[src/sv/gcc_pkg.sv]
// Shared constants, types and reset values for the greedy coin change block.
`timescale 1ns / 1ps
`default_nettype none

package gcc_pkg;

    // Fixed geometry of the block.
    localparam int NUM_COINS   = 8;
    localparam int AMOUNT_BITS = 20;
    localparam int VALUE_BITS  = 16;
    localparam int SLOT_BITS   = 3;
    localparam int DATA_BITS   = 32;
    localparam int ADDR_BITS   = 5;
    localparam int STEP_BITS   = $clog2(AMOUNT_BITS);

    typedef logic [VALUE_BITS-1:0]  t_value;
    typedef logic [AMOUNT_BITS-1:0] t_amount;
    typedef logic [SLOT_BITS-1:0]   t_slot;
    typedef logic [VALUE_BITS:0]    t_bound;

    localparam t_slot LAST_SLOT = SLOT_BITS'(NUM_COINS - 1);

    // Denominations after reset, slot 0 first.
    localparam t_value COIN_RESET [NUM_COINS] = '{
        16'd200, 16'd100, 16'd50, 16'd20, 16'd10, 16'd5, 16'd2, 16'd1
    };

    // Sequencer states of the top level.
    typedef enum logic [1:0] {
        S_IDLE,
        S_SCAN,
        S_DIV,
        S_OUT
    } t_state;

endpackage

`default_nettype wire

[src/sv/greedy_coin_change.sv]
// Top level of the greedy coin change block: registers, sequencer and result words.
`timescale 1ns / 1ps
`default_nettype none

// Splits an amount in cents greedily over eight configurable denominations and
// returns eight result words, one per slot in slot order, each with the slot's
// value, the pieces chosen, an exact flag and a last flag. One amount is handled
// at a time and i_valid is not taken while one is in progress. The sequencer
// scans the slots to find the next smaller distinct value, then a shared
// bit-serial divider takes the pieces and the remainder; this repeats for each
// distinct nonzero value, and the result words can be held by i_ready on the
// output. Denominations are written over the APB port at byte address 4*slot;
// a zero value marks an unused slot, which reports a count of zero.
module greedy_coin_change
    import gcc_pkg::*;
(
    input  wire                    i_clk,
    input  wire                    i_rst_n,
    // Amount channel
    input  wire                    i_valid,
    output logic                   o_ready,
    input  wire  [AMOUNT_BITS-1:0] i_amount,
    // Result channel
    output logic                   o_valid,
    input  wire                    i_ready,
    output logic [SLOT_BITS-1:0]   o_slot,
    output logic [VALUE_BITS-1:0]  o_coin_value,
    output logic [AMOUNT_BITS-1:0] o_coin_count,
    output logic                   o_exact,
    output logic                   o_last,
    // Configuration port
    input  wire                    psel,
    input  wire                    penable,
    input  wire                    pwrite,
    input  wire  [ADDR_BITS-1:0]   paddr,
    input  wire  [DATA_BITS-1:0]   pwdata,
    output logic [DATA_BITS-1:0]   prdata,
    output logic                   pready
);

    t_state  r_state, n_state;
    t_value  r_coin [NUM_COINS];
    t_value  r_vals [NUM_COINS];
    t_amount r_cnt  [NUM_COINS];
    t_amount r_rem;
    t_bound  r_bound;
    t_value  r_best;
    t_slot   r_idx;

    t_slot   w_reg_idx;
    logic    w_take;
    t_value  w_best;
    logic    w_scan_last;
    logic    w_div_start;
    logic    w_div_done;
    t_amount w_quot;
    t_value  w_remd;

    // Configuration registers.
    assign w_reg_idx = paddr[ADDR_BITS-1:2];
    assign pready    = 1'b1;
    assign prdata    = {{(DATA_BITS - VALUE_BITS){1'b0}}, r_coin[w_reg_idx]};

    always_ff @(posedge i_clk) begin
        if (!i_rst_n) begin
            for (int j = 0; j < NUM_COINS; j++) begin
                r_coin[j] <= COIN_RESET[j];
            end
        end else if (psel && penable && pwrite) begin
            r_coin[w_reg_idx] <= pwdata[VALUE_BITS-1:0];
        end
    end

    // Scan step: is the slot at the head a better candidate below the bound?
    always_comb begin
        w_take = (r_vals[0] != '0) && ({1'b0, r_vals[0]} < r_bound)
                 && (r_vals[0] > r_best);
        w_best = w_take ? r_vals[0] : r_best;
        w_scan_last = (r_state == S_SCAN) && (r_idx == LAST_SLOT);
    end

    // Next state.
    always_comb begin
        n_state = r_state;
        case (r_state)
            S_IDLE: begin
                if (i_valid) n_state = S_SCAN;
            end
            S_SCAN: begin
                if (r_idx == LAST_SLOT) begin
                    n_state = (w_best == '0) ? S_OUT : S_DIV;
                end
            end
            S_DIV: begin
                if (w_div_done) n_state = S_SCAN;
            end
            S_OUT: begin
                if (i_ready && (r_idx == LAST_SLOT)) n_state = S_IDLE;
            end
            default: n_state = S_IDLE;
        endcase
    end

    // State outputs.
    always_comb begin
        o_ready     = (r_state == S_IDLE);
        o_valid     = (r_state == S_OUT);
        w_div_start = w_scan_last && (w_best != '0);
    end

    always_ff @(posedge i_clk) begin
        if (!i_rst_n) begin
            r_state <= S_IDLE;
        end else begin
            r_state <= n_state;
        end
    end

    // Working registers: snapshot of the values, counts, remainder and bound.
    always_ff @(posedge i_clk) begin
        case (r_state)
            S_IDLE: begin
                if (i_valid) begin
                    r_rem   <= i_amount;
                    r_bound <= {1'b1, {VALUE_BITS{1'b0}}};
                    r_best  <= '0;
                    r_idx   <= '0;
                    for (int j = 0; j < NUM_COINS; j++) begin
                        r_vals[j] <= r_coin[j];
                        r_cnt[j]  <= '0;
                    end
                end
            end
            S_SCAN: begin
                // Rotate the snapshot so each slot passes the head once.
                for (int j = 0; j < NUM_COINS; j++) begin
                    r_vals[j] <= r_vals[(j + 1) % NUM_COINS];
                end
                r_best <= w_best;
                r_idx  <= (r_idx == LAST_SLOT) ? '0 : r_idx + 1'b1;
            end
            S_DIV: begin
                if (w_div_done) begin
                    // Every slot holding this value reports the same count.
                    for (int j = 0; j < NUM_COINS; j++) begin
                        if (r_vals[j] == r_best) r_cnt[j] <= w_quot;
                    end
                    r_rem   <= {{(AMOUNT_BITS - VALUE_BITS){1'b0}}, w_remd};
                    r_bound <= {1'b0, r_best};
                    r_best  <= '0;
                    r_idx   <= '0;
                end
            end
            S_OUT: begin
                if (i_ready) begin
                    for (int j = 0; j < NUM_COINS; j++) begin
                        r_vals[j] <= r_vals[(j + 1) % NUM_COINS];
                        r_cnt[j]  <= r_cnt[(j + 1) % NUM_COINS];
                    end
                    r_idx <= r_idx + 1'b1;
                end
            end
            default: begin
                r_idx <= '0;
            end
        endcase
    end

    // Shared divider for pieces and remainder.
    gcc_div u_div (
        .i_clk       (i_clk),
        .i_rst_n     (i_rst_n),
        .i_start     (w_div_start),
        .i_dividend  (r_rem),
        .i_divisor   (w_best),
        .o_done      (w_div_done),
        .o_quotient  (w_quot),
        .o_remainder (w_remd)
    );

    // Result word fields.
    assign o_slot       = r_idx;
    assign o_coin_value = r_vals[0];
    assign o_coin_count = r_cnt[0];
    assign o_exact      = (r_rem == '0);
    assign o_last       = (r_idx == LAST_SLOT);

endmodule

`default_nettype wire

[src/sv/gcc_div.sv]
// Restoring divider that produces one quotient bit per cycle.
`timescale 1ns / 1ps
`default_nettype none

module gcc_div
    import gcc_pkg::*;
(
    input  wire          i_clk,
    input  wire          i_rst_n,
    input  wire          i_start,
    input  wire t_amount i_dividend,
    input  wire t_value  i_divisor,
    output logic         o_done,
    output t_amount      o_quotient,
    output t_value       o_remainder
);

    logic                   r_busy;
    logic                   r_done;
    logic [STEP_BITS-1:0]   r_step;
    t_amount                r_q;
    t_value                 r_p;
    t_value                 r_d;

    logic [VALUE_BITS:0]    w_shifted;
    logic [VALUE_BITS:0]    w_diff;
    logic                   w_ge;
    logic                   w_final;

    // One subtract and compare per cycle on the partial remainder.
    always_comb begin
        w_shifted = {r_p, r_q[AMOUNT_BITS-1]};
        w_diff    = w_shifted - {1'b0, r_d};
        w_ge      = (w_shifted >= {1'b0, r_d});
        w_final   = r_busy && (r_step == STEP_BITS'(AMOUNT_BITS - 1));
    end

    // Control: busy flag, step counter and a one-cycle done pulse.
    always_ff @(posedge i_clk) begin
        if (!i_rst_n) begin
            r_busy <= 1'b0;
            r_done <= 1'b0;
            r_step <= '0;
        end else begin
            r_done <= w_final;
            if (i_start) begin
                r_busy <= 1'b1;
                r_step <= '0;
            end else if (w_final) begin
                r_busy <= 1'b0;
            end else if (r_busy) begin
                r_step <= r_step + 1'b1;
            end
        end
    end

    // Datapath: the quotient shifts in where the dividend shifts out.
    always_ff @(posedge i_clk) begin
        if (i_start) begin
            r_q <= i_dividend;
            r_p <= '0;
            r_d <= i_divisor;
        end else if (r_busy) begin
            r_q <= {r_q[AMOUNT_BITS-2:0], w_ge};
            r_p <= w_ge ? w_diff[VALUE_BITS-1:0] : w_shifted[VALUE_BITS-1:0];
        end
    end

    assign o_done      = r_done;
    assign o_quotient  = r_q;
    assign o_remainder = r_p;

endmodule

`default_nettype wire

[config.mk]
export PLATFORM = sky130hd
export DESIGN_NAME = greedy_coin_change
export DESIGN_NICKNAME = d
export VERILOG_FILES = /design/src/sv/gcc_pkg.sv /design/src/sv/greedy_coin_change.sv /design/src/sv/gcc_div.sv
export SDC_FILE = /design/constraint.sdc
export NUM_CORES = 1
export LEC_CHECK = 0
export ABC_CLOCK_PERIOD_IN_PS = 3800
export BUFFER_PORTS_ARGS = -buffer_cell sky130_fd_sc_hd__buf_2
export CELL_PAD_IN_SITES_DETAIL_PLACEMENT = 0
export CELL_PAD_IN_SITES_GLOBAL_PLACEMENT = 1
export CORE_MARGIN = 5
export CORE_UTILIZATION = 51
export CTS_CLUSTER_SIZE = 8
export DETAILED_ROUTE_END_ITERATION = 7
export PLACE_DENSITY_LB_ADDON = 0.1
export SYNTH_ARGS = -nofsm -noshare
export SYNTH_HDL_FRONTEND = slang
export SYNTH_SLANG_ARGS = --single-unit
export TNS_END_PERCENT = 5
[constraint.sdc]
create_clock -name i_clk -period 3.8 [get_ports i_clk]
set_clock_uncertainty 0.1 [all_clocks]
set_input_delay 0.38 -clock i_clk [delete_from_list [all_inputs] [get_ports i_clk]]
set_output_delay 0.38 -clock i_clk [all_outputs]
set_load 0.05 [all_outputs]
==> summary.txt, run 1 <==
Outcome
  • Status: completed

Detailed routing
  • Via-to-Cell Ratio: 6.07
  • Final ANT Viol Nets: 0
  • Drt initial violations: about 1500
  • Residual DRC: 0
  • WL per Instance: 27.5 microns
  • DRT Pass-1 Iters: 5
  • Via count: 16378
  • Detailed Route WL: 74.2 mm

Placement
  • Port bufs: 104
  • Hpwl dp: 50.4 mm
  • Gp weighted congestion: 0.936
  • Placed cell area: 0.0270 sq mm
  • Placed Instances: approximately 2600

Critical path
  • Critical Path AT: 3.52 ns
  • CP required: 4.05 ns
  • Reg2reg setup slack: approximately 0.53 ns
  • Reg2reg start: r_vals[0][5]$_DFFE_PP_
  • Crit path launch type: register
  • CP startpoint: r_vals[0][5]$_DFFE_PP_
  • Worst-case reg-to-reg path depth: 10
  • Crit Path Category: register to register
  • CP max FO: 15
  • Crit-path cells: ha_1, and4_1, or3b_1, a21oi_1, a211o_2, o221ai_4, nand2_2, nand3_4, buf_4, mux2_2
  • RR Endpoint: u_div.o_quotient[1]$_DFFE_PP_
  • Crit-path slowest cell: edfxtp_1
  • Max incr delay on CP: 0.53 ns
  • Critical path capture point type: register

Synth
  • Most used DFF post-synth: edfxtp_1
  • Synth area leader: edfxtp_1
  • Register area share after synthesis: 0.615
  • Synth Cell Area: 0.0256 sq mm
  • Area share of the largest cell type after synthesis: 0.595
  • Average size of a mapped cell: 13.5 sq um
  • Number of flops mapped to enable cells by yosys: 508
  • Synthesized instance count: 1892
  • Synthesis-stage register bit count: 533
  • Yosys cell types: 63
  • Yosys warns: 0
  • Top post-synthesis cells by area: edfxtp_1, mux2_2, a22o_1, xor2_1, and3_1
  • Asr flop ratio synth: 0

Clock network
  • CTS sink cnt: 533
  • Root buffer selected by CTS: clkbuf_16
  • CTS max path bufs: 3
  • CTS tree: done
  • Post-CTS setup buffers: 0
  • Total clock buffers created by CTS: 76
  • Clock Latency Late Sink: 0.62 ns
  • H-Tree Depth: 3
  • Clk pin slew, worst setup/hold paths: 0.05 ns

Global route
  • Vias in the first global route: between 15000 and 20000
  • First-pass GRT wire length: 107 mm
  • Congestion Overflow GR: 0
  • Pin count of the biggest net entering global routing: between 100 and 150
  • All-layer global routing usage: 0.267
  • Initial antenna violation count: 5

Timing
  • WHS: 0.0192 ns
  • Maximum clock frequency: 0.306 GHz
  • Minimum clock period: 3.27 ns
  • Unrepaired setup endpoints after global routing: false
  • Final TNS setup: 0 ns
  • Worst-Margin Slew: 1.13 ns
  • Final hold vios: 0
  • Slew Viols, Final: 0
  • Final period util: 0.861
  • Setup violations, final: 0
  • Slew headroom: 0.249

Pwr
  • Net Switching: 5.06 mW
  • Switching share of power: 0.292
  • Flop pwr share: 0.444
  • Pleak: 11.5 nW
  • Worst VDD drop: 0.476 mV
  • Comb pwr share: 0.202
  • Clock power frac: 0.355
  • PD cells: 592 mW/mm^2
  • P_int: 12.3 mW

Job
  • Max-cap violations: 0

Die
  • Die area: approximately 0.055 sq mm
  • Horiz. Die Dim: 234 microns
  • Io pins: 140
  • Die Ht: roughly 230 microns
  • Core area: 0.0500 sq mm
  • Starting Density: 0.513
  • Rows: 82

Hold path
  • Worst Hold Launch: i_amount[14]
  • Hold Crit Class: input pin to register
  • Hold Path Stages: 3
  • Hold endpoint: r_rem[14]$_DFFE_PP_

Cells and area
  • Non-Filler Cell Area, Final: 0.0292 sq mm
  • Fillcell total: slightly above 4000
  • # nets final: 2121
  • Finished Layout Cells: 2697
  • Layout cells sized above 1: 0.237
  • Ant. Diodes: 0
  • Area Overhead vs Synth: 14.0%
-- Yosys cell counts (2+ instances only) --
| library cell | instances |
|---|---|
| nand3_1 | 10 |
| nand2b_1 | 42 |
| and4_1 | 3 |
| ha_1 | 50 |
| a22oi_1 | 65 |
| nand2_1 | 75 |
| a31oi_1 | 6 |
| nor2_1 | 49 |
| mux2_4 | 13 |
| mux2_1 | 5 |
| o21a_1 | 3 |
| nor2b_1 | 11 |
| o31ai_1 | 3 |
| a311oi_1 | 3 |
| nand4_1 | 33 |
| inv_1 | 54 |
| a21oi_1 | 22 |
| conb_1 | 2 |
| mux2i_1 | 10 |
| nor3b_1 | 3 |
| dfxtp_1 | 25 |
| or3_1 | 3 |
| mux2_2 | 144 |
| edfxtp_1 | 508 |
| xor2_1 | 116 |
| o21ai_0 | 17 |
| buf_1 | 26 |
| clkbuf_1 | 108 |
| a211oi_2 | 5 |
| a22o_1 | 161 |
| o211ai_1 | 4 |
| a21o_1 | 9 |
| nor3_1 | 16 |
| o21bai_1 | 2 |
| xnor2_1 | 10 |
| buf_4 | 54 |
| and3_1 | 121 |
| buf_6 | 2 |
| nor4_1 | 35 |
| buf_2 | 8 |
| and2_1 | 29 |
| a211oi_1 | 6 |
-- registers in the layout, indices dropped and copies added (netlist names) --
name,count
u_div.o_quotient,20
u_div.o_done,1
u_div.r_busy,1
u_div.r_step,5
r_cnt,160
u_div.o_remainder,16
r_best,16
r_rem,20
r_coin,128
u_div.r_d,16
o_slot,3
r_vals,128
r_bound,17
r_state,2
-- worst max-delay path by stage --
| stage | depth (start not counted) | endpoint | slack, ns |
|---|---|---|---|
| global route | 10 | u_div.o_remainder[8]$_SDFFE_PP0P_ | 0.40 |
| global placement | 10 | u_div.o_quotient[0]$_DFFE_PP_ | 0.62 |
| CTS | 10 | u_div.o_quotient[1]$_DFFE_PP_ | 0.55 |
| detailed placement | 10 | u_div.o_quotient[1]$_DFFE_PP_ | 0.56 |
| floorplan | 6 | r_vals[0][0]$_DFFE_PP_ | 0.15 |
| finish | 10 | u_div.o_quotient[1]$_DFFE_PP_ | 0.53 |
-- cells by family (layout without fill, tap and decap cells) --
group / after synthesis / count (layout) / synth area share
AO/OA/AOI/OAI: 317 / 317 / 0.0990
XOR/XNOR: 126 / 126 / 0.0431
multiplexers: 172 / 172 / 0.0770
adder cells (fa/ha/maj): 51 / 51 / 0.0252
other: 2 / 17 / 0.000293
flip-flops: 533 / 533 / 0.615
AND/OR/NAND/NOR: 437 / 437 / 0.0947
buffers and inverters: 254 / 372 / 0.0461
-- metal layers --
metal  track usage  vias up  wire (microns)
met3        0.0519      172            5600
met5             0        -              14
li1              -     7326               -
met1         0.349     8116           29600
met2         0.439      760           35700
met4         0.112        4            3290
-- power groups by stage --
| stage | combinational, mW | sequential, mW | clock, mW |
|---|---|---|---|
| finish | 3.49 | 7.68 | 6.14 |
| global route | 3.74 | 7.73 | 6.48 |
| global placement | 3.44 | 7.76 | 0 |
| floorplan | 2.42 | 7.61 | 0 |
| CTS | 3.49 | 7.67 | 6.23 |
| detailed placement | 3.46 | 7.77 | 0 |
-- stage by stage --
step | worst slack, ns | util | total power, mW
final | 0.528 | 0.585 | 17.3
after global routing | 0.399 | 0.585 | 18.0
after floorplan | 0.148 | - | 10.0
after detailed placement | 0.562 | 0.540 | 11.2
after CTS | 0.549 | 0.585 | 17.4
after global placement | 0.624 | 0.540 | 11.2
-- final cells by class --
type	count	area, sq um	share of cell area
Clock buffer	94	2050	0.0703
Clock inverter	3	45.0	0.00154
Inverter	56	210	0.00719
Multi-Input combinational cell	1120	8860	0.303
Sequential cell	533	15800	0.539
Tap cell	672	841	0.0288
Timing Repair Buffer	219	1470	0.0502
-- layout by cell type (no fill, tap or decap), drive strengths merged, types with 9 or more instances in the layout --
cell type	instances
a211oi	11
a21o	9
a21oi	22
a22o	161
a22oi	65
and2	29
and3	121
buf	206
clkbuf	94
conb	17
dfxtp	25
dlygate4sd3	13
edfxtp	508
ha	50
inv	57
mux2	162
mux2i	10
nand2	76
nand2b	42
nand3	11
nand4	33
nor2	49
nor2b	11
nor3	16
nor4	35
o21ai	17
xnor2	10
xor2	116
-- critical path: cells and delay by family, from the launching register on --
family / cells / cell delay, ns
compound gates: 3 / 0.59
fa+ha+maj: 1 / 0.37
buf+inv: 1 / 0.30
flops: 1 / 0.53
mux: 1 / 0.37
simple gates: 4 / 0.74
-- repair_timing --
| action | in CTS | in global routing |
|---|---|---|
| gates resized for setup | 0 | 0 |
| hold buffers | 13 | 0 |
| endpoints found under the setup margin | 0 | 0 |
| endpoints found under the hold margin | 13 | 0 |
Note: power is estimated with default switching activity, not from simulation.
==> inputs of run 2 (changes only) <==
ABC_AREA = 1   (was not set)
CORE_UTILIZATION = 49   (was 51)
==> summary.txt, run 2 <==
Cells and area
  • Area Overhead vs Synth: 13.6%
  • Ant. Diodes: 0 (unchanged)
  • Leading cell type in the layout, fill and taps excluded: nand2_1
  • Most frequent cells in the layout: nand2_1, edfxtp_1, o21ai_0, inv_1, nor2_1
  • Largest regs: r_cnt: 160 flops, r_coin: 128 flops, r_vals: 128 flops
  • Fillcell total: 4623 (+15%)
  • Register with the most flip-flops: r_cnt
  • Finished Layout Cells: 3435 (+27%)
  • Non-Filler Cell Area, Final: 0.0295 sq mm (+0.95%)
  • Layout cells sized above 1: 0.134 (-0.103)
  • Max FFs per register: 160 (unchanged)
  • # nets final: 2843 (+34%)
  • Post-route core utilization: 0.562 (-0.0235)

Critical path
  • Crit path buf inv count: 2 (+1)
  • Top cell family by delay on the critical path: simple AND/OR/NAND/NOR gates
  • Crit path launch type: register
  • CP required: 4.05 ns (about the same)
  • Crit Path Category: register to register
  • Crit-path cells: ha_1, nand2_1, nor2_1, nand2_1, clkinv_1, nand2_2, nand2_4, nand3_4, nand2_1, nand2_1, nor2_2, nand2_1, nor2_4, nand2_4, buf_4, nand3_1, nand2_1
  • Critical path capture point type: register
  • Crit-path slowest cell: edfxtp_1
  • CP startpoint: r_vals[0][11]$_DFFE_PP_
  • Critical Path AT: 3.74 ns (+0.22 ns)
  • Crit-path most repeated cell: nand2_1
  • Max incr delay on CP: 0.54 ns (about the same)
  • Reg2reg start: r_vals[0][11]$_DFFE_PP_
  • CP max FO: 30 (+15)

Synth
  • Synth area leader: edfxtp_1
  • Compound-cell area share of the yosys netlist: 0.0966 (-0.00248)
  • Largest family of logic cells by synthesized area: simple AND/OR/NAND/NOR gates
  • Synthesized instance count: 2596 (+37%)
  • Post-Synth XOR/XNOR Area: 0.0277 (-0.0154)
  • Most used DFF post-synth: edfxtp_1
  • Yosys cell types: 51 (-19%)
  • Number of flops mapped to enable cells by yosys: 508 (unchanged)
  • Asr flop ratio synth: 0 (unchanged)
  • Register area share after synthesis: 0.607 (-0.00794)
  • Synthesis-stage register bit count: 533 (unchanged)
  • Synth Cell Area: 0.0260 sq mm (+1.3%)
  • Top post-synthesis cells by count: nand2_1, edfxtp_1, o21ai_0
  • Top-count cell post-synth: nand2_1
  • Area share of the largest cell type after synthesis: 0.587 (-0.00769)
  • Top post-synthesis cells by area: edfxtp_1, nand2_1, o21ai_0, inv_1, nor2_1
  • Average size of a mapped cell: 10.0 sq um (-26%)
  • Adder-Cell Fraction of Synth Area: 0.0249 (-0.000325)
  • Yosys warns: 0 (unchanged)
  • Multiplexer share of the synthesized area: 0.000385 (-0.0766)
  • Post-Synth Simple-Gate Area: 0.173 (+0.0779)

Detailed routing
  • Detailed Route WL: 78.9 mm (+6.3%)
  • Via count: 19217 (+17%)
  • DRT Pass-1 Iters: 7 (+2)
  • Final ANT Viol Nets: 0 (unchanged)
  • Drt initial violations: 2055 (+35%)
  • Via-to-Cell Ratio: 5.59 (-7.9%)
  • WL per Instance: 23.0 microns (-17%)
  • Residual DRC: 0 (unchanged)

Die
  • Io pins: 140 (unchanged)
  • Die area: 0.0577 sq mm (+5.2%)
  • Starting Density: 0.494 (-0.0189)
  • Core area: 0.0526 sq mm (+5.2%)
  • Horiz. Die Dim: 240 microns (+2.6%)
  • Rows: 84 (+2.4%)
  • Die Ht: 240 microns (+2.6%)

Placement
  • Hpwl dp: 56.2 mm (+12%)
  • Place WS: 0.318 ns (-0.245 ns)
  • Port bufs: 104 (unchanged)
  • Placed Instances: 3319 (+28%)
  • Placed cell area: 0.0272 sq mm (+0.82%)
  • Gp weighted congestion: 0.943 (+0.80%)

Pwr
  • PD cells: 560 mW/mm^2 (-5.5%)
  • Worst VDD drop: 0.349 mV (-27%)
  • Pleak: 11.9 nW (+3.9%)

Timing
  • Setup WS post-layout: 0.314 ns (-0.215 ns)
  • Final TNS setup: 0 ns (unchanged)
  • Setup violations, final: 0 (unchanged)
  • Maximum clock frequency: 0.287 GHz (-6.2%)
  • Slew headroom: 0.315 (+0.0655)
  • Final period util: 0.917 (+0.0566)
  • Unrepaired setup endpoints after global routing: false
  • Minimum clock period: 3.49 ns (+0.215 ns)
  • Worst-Margin Slew: 1.02 ns (-0.102 ns)
  • Slew Viols, Final: 0 (unchanged)
  • Final hold vios: 0 (unchanged)

Clock network
  • Root buffer selected by CTS: clkbuf_16
  • Clock Latency Late Sink: 0.61 ns (about the same)
  • Total clock buffers created by CTS: 76 (unchanged)
  • H-Tree Depth: 3 (unchanged)
  • CTS sink cnt: 533 (unchanged)
  • CTS max path bufs: 3 (unchanged)
  • Post-CTS resize count: 0 (unchanged)
  • Clk pin slew, worst setup/hold paths: 0.05 ns (about the same)
  • CTS tree: done

Global route
  • Initial antenna violation count: 0 (-5)
  • Congestion Overflow GR: 0 (unchanged)
  • Pin count of the biggest net entering global routing: 97 (-13%)
  • Vias in the first global route: 18856 (+16%)
  • First-pass GRT wire length: 117 mm (+9.5%)
  • All-layer global routing usage: 0.271 (+0.00401)

Outcome
  • Status: completed

Hold path
  • Worst Hold Launch: i_amount[12]
  • Hold Crit Class: input pin to register

Job
  • Max-cap violations: 0 (unchanged)
## run 2: per-stage QoR
stage	hold WS [ns]	total power [mW]
4_1_cts	0.00250	16.6
3_3_place_gp	0.401	10.4
5_1_grt	0.0156	17.2
6_report	0.0362	16.5
3_5_place_dp	0.412	10.4
2_1_floorplan	0.385	9.45
## run 2: logic make-up after synthesis
logic type | count (synthesis)
other cells | 2
xor+xnor | 82
fa+ha+maj | 51
flops | 533
simple gates | 1067
compound gates | 443
buf+inv | 417
mux | 1
## run 2: worst register-to-register path: stages, from the launching register on
cell	delay (ns)
edfxtp_1	0.54
ha_1	0.40
nand2_1	0.06
nor2_1	0.18
nand2_1	0.10
clkinv_1	0.06
nand2_2	0.06
nand2_4	0.23
nand3_4	0.29
nand2_1	0.17
nand2_1	0.11
nor2_2	0.12
nand2_1	0.12
nor2_4	0.16
nand2_4	0.08
buf_4	0.25
nand3_1	0.14
nand2_1	0.06
## run 2: layout make-up
| class | count | area, sq um | share of cell area |
|---|---|---|---|
| clock inverter | 4 | 48.8 | 0.00165 |
| inverter | 247 | 927 | 0.0314 |
| multi-input combinational | 1661 | 8490 | 0.288 |
| tap | 688 | 861 | 0.0292 |
| sequential | 533 | 15800 | 0.534 |
| timing repair buffer | 209 | 1380 | 0.0466 |
| clock buffer | 93 | 2050 | 0.0695 |
## run 2: worst paths after layout
check	depth (start not counted)	slack (ns)	endpoint
worst min-delay path	3	0.04	r_rem[12]$_DFFE_PP_
worst min register to register	2	0.41	r_cnt[0][7]$_DFFE_PP_
worst max-delay path	17	0.31	u_div.o_quotient[19]$_DFFE_PP_
worst max register to register	17	0.31	u_div.o_quotient[19]$_DFFE_PP_
## run 2: per-layer routing
layer / up-vias / part of all wire / track usage
met5: - / 0 / 0
li1: 8995 / - / -
met2: 797 / 0.48 / 0.445
met1: 9276 / 0.42 / 0.366
met3: 149 / 0.066 / 0.0411
met4: 0 / 0.041 / 0.108
## run 2: where the power goes
| part | leakage [nW] | switching (mW) | internal [mW] | total [mW] |
|---|---|---|---|---|
| Combinational | 5.73 | 2.01 | 0.877 | 2.88 |
| Clock | 1.02 | 2.44 | 3.74 | 6.18 |
| Sequential | 5.19 | 0.374 | 7.08 | 7.45 |
## run 2: repair_timing
item	4_1_cts	5_1_grt
hold endpoints to repair	17	0
buffers inserted	0	2
setup endpoints to repair	0	1
hold buffers	17	0
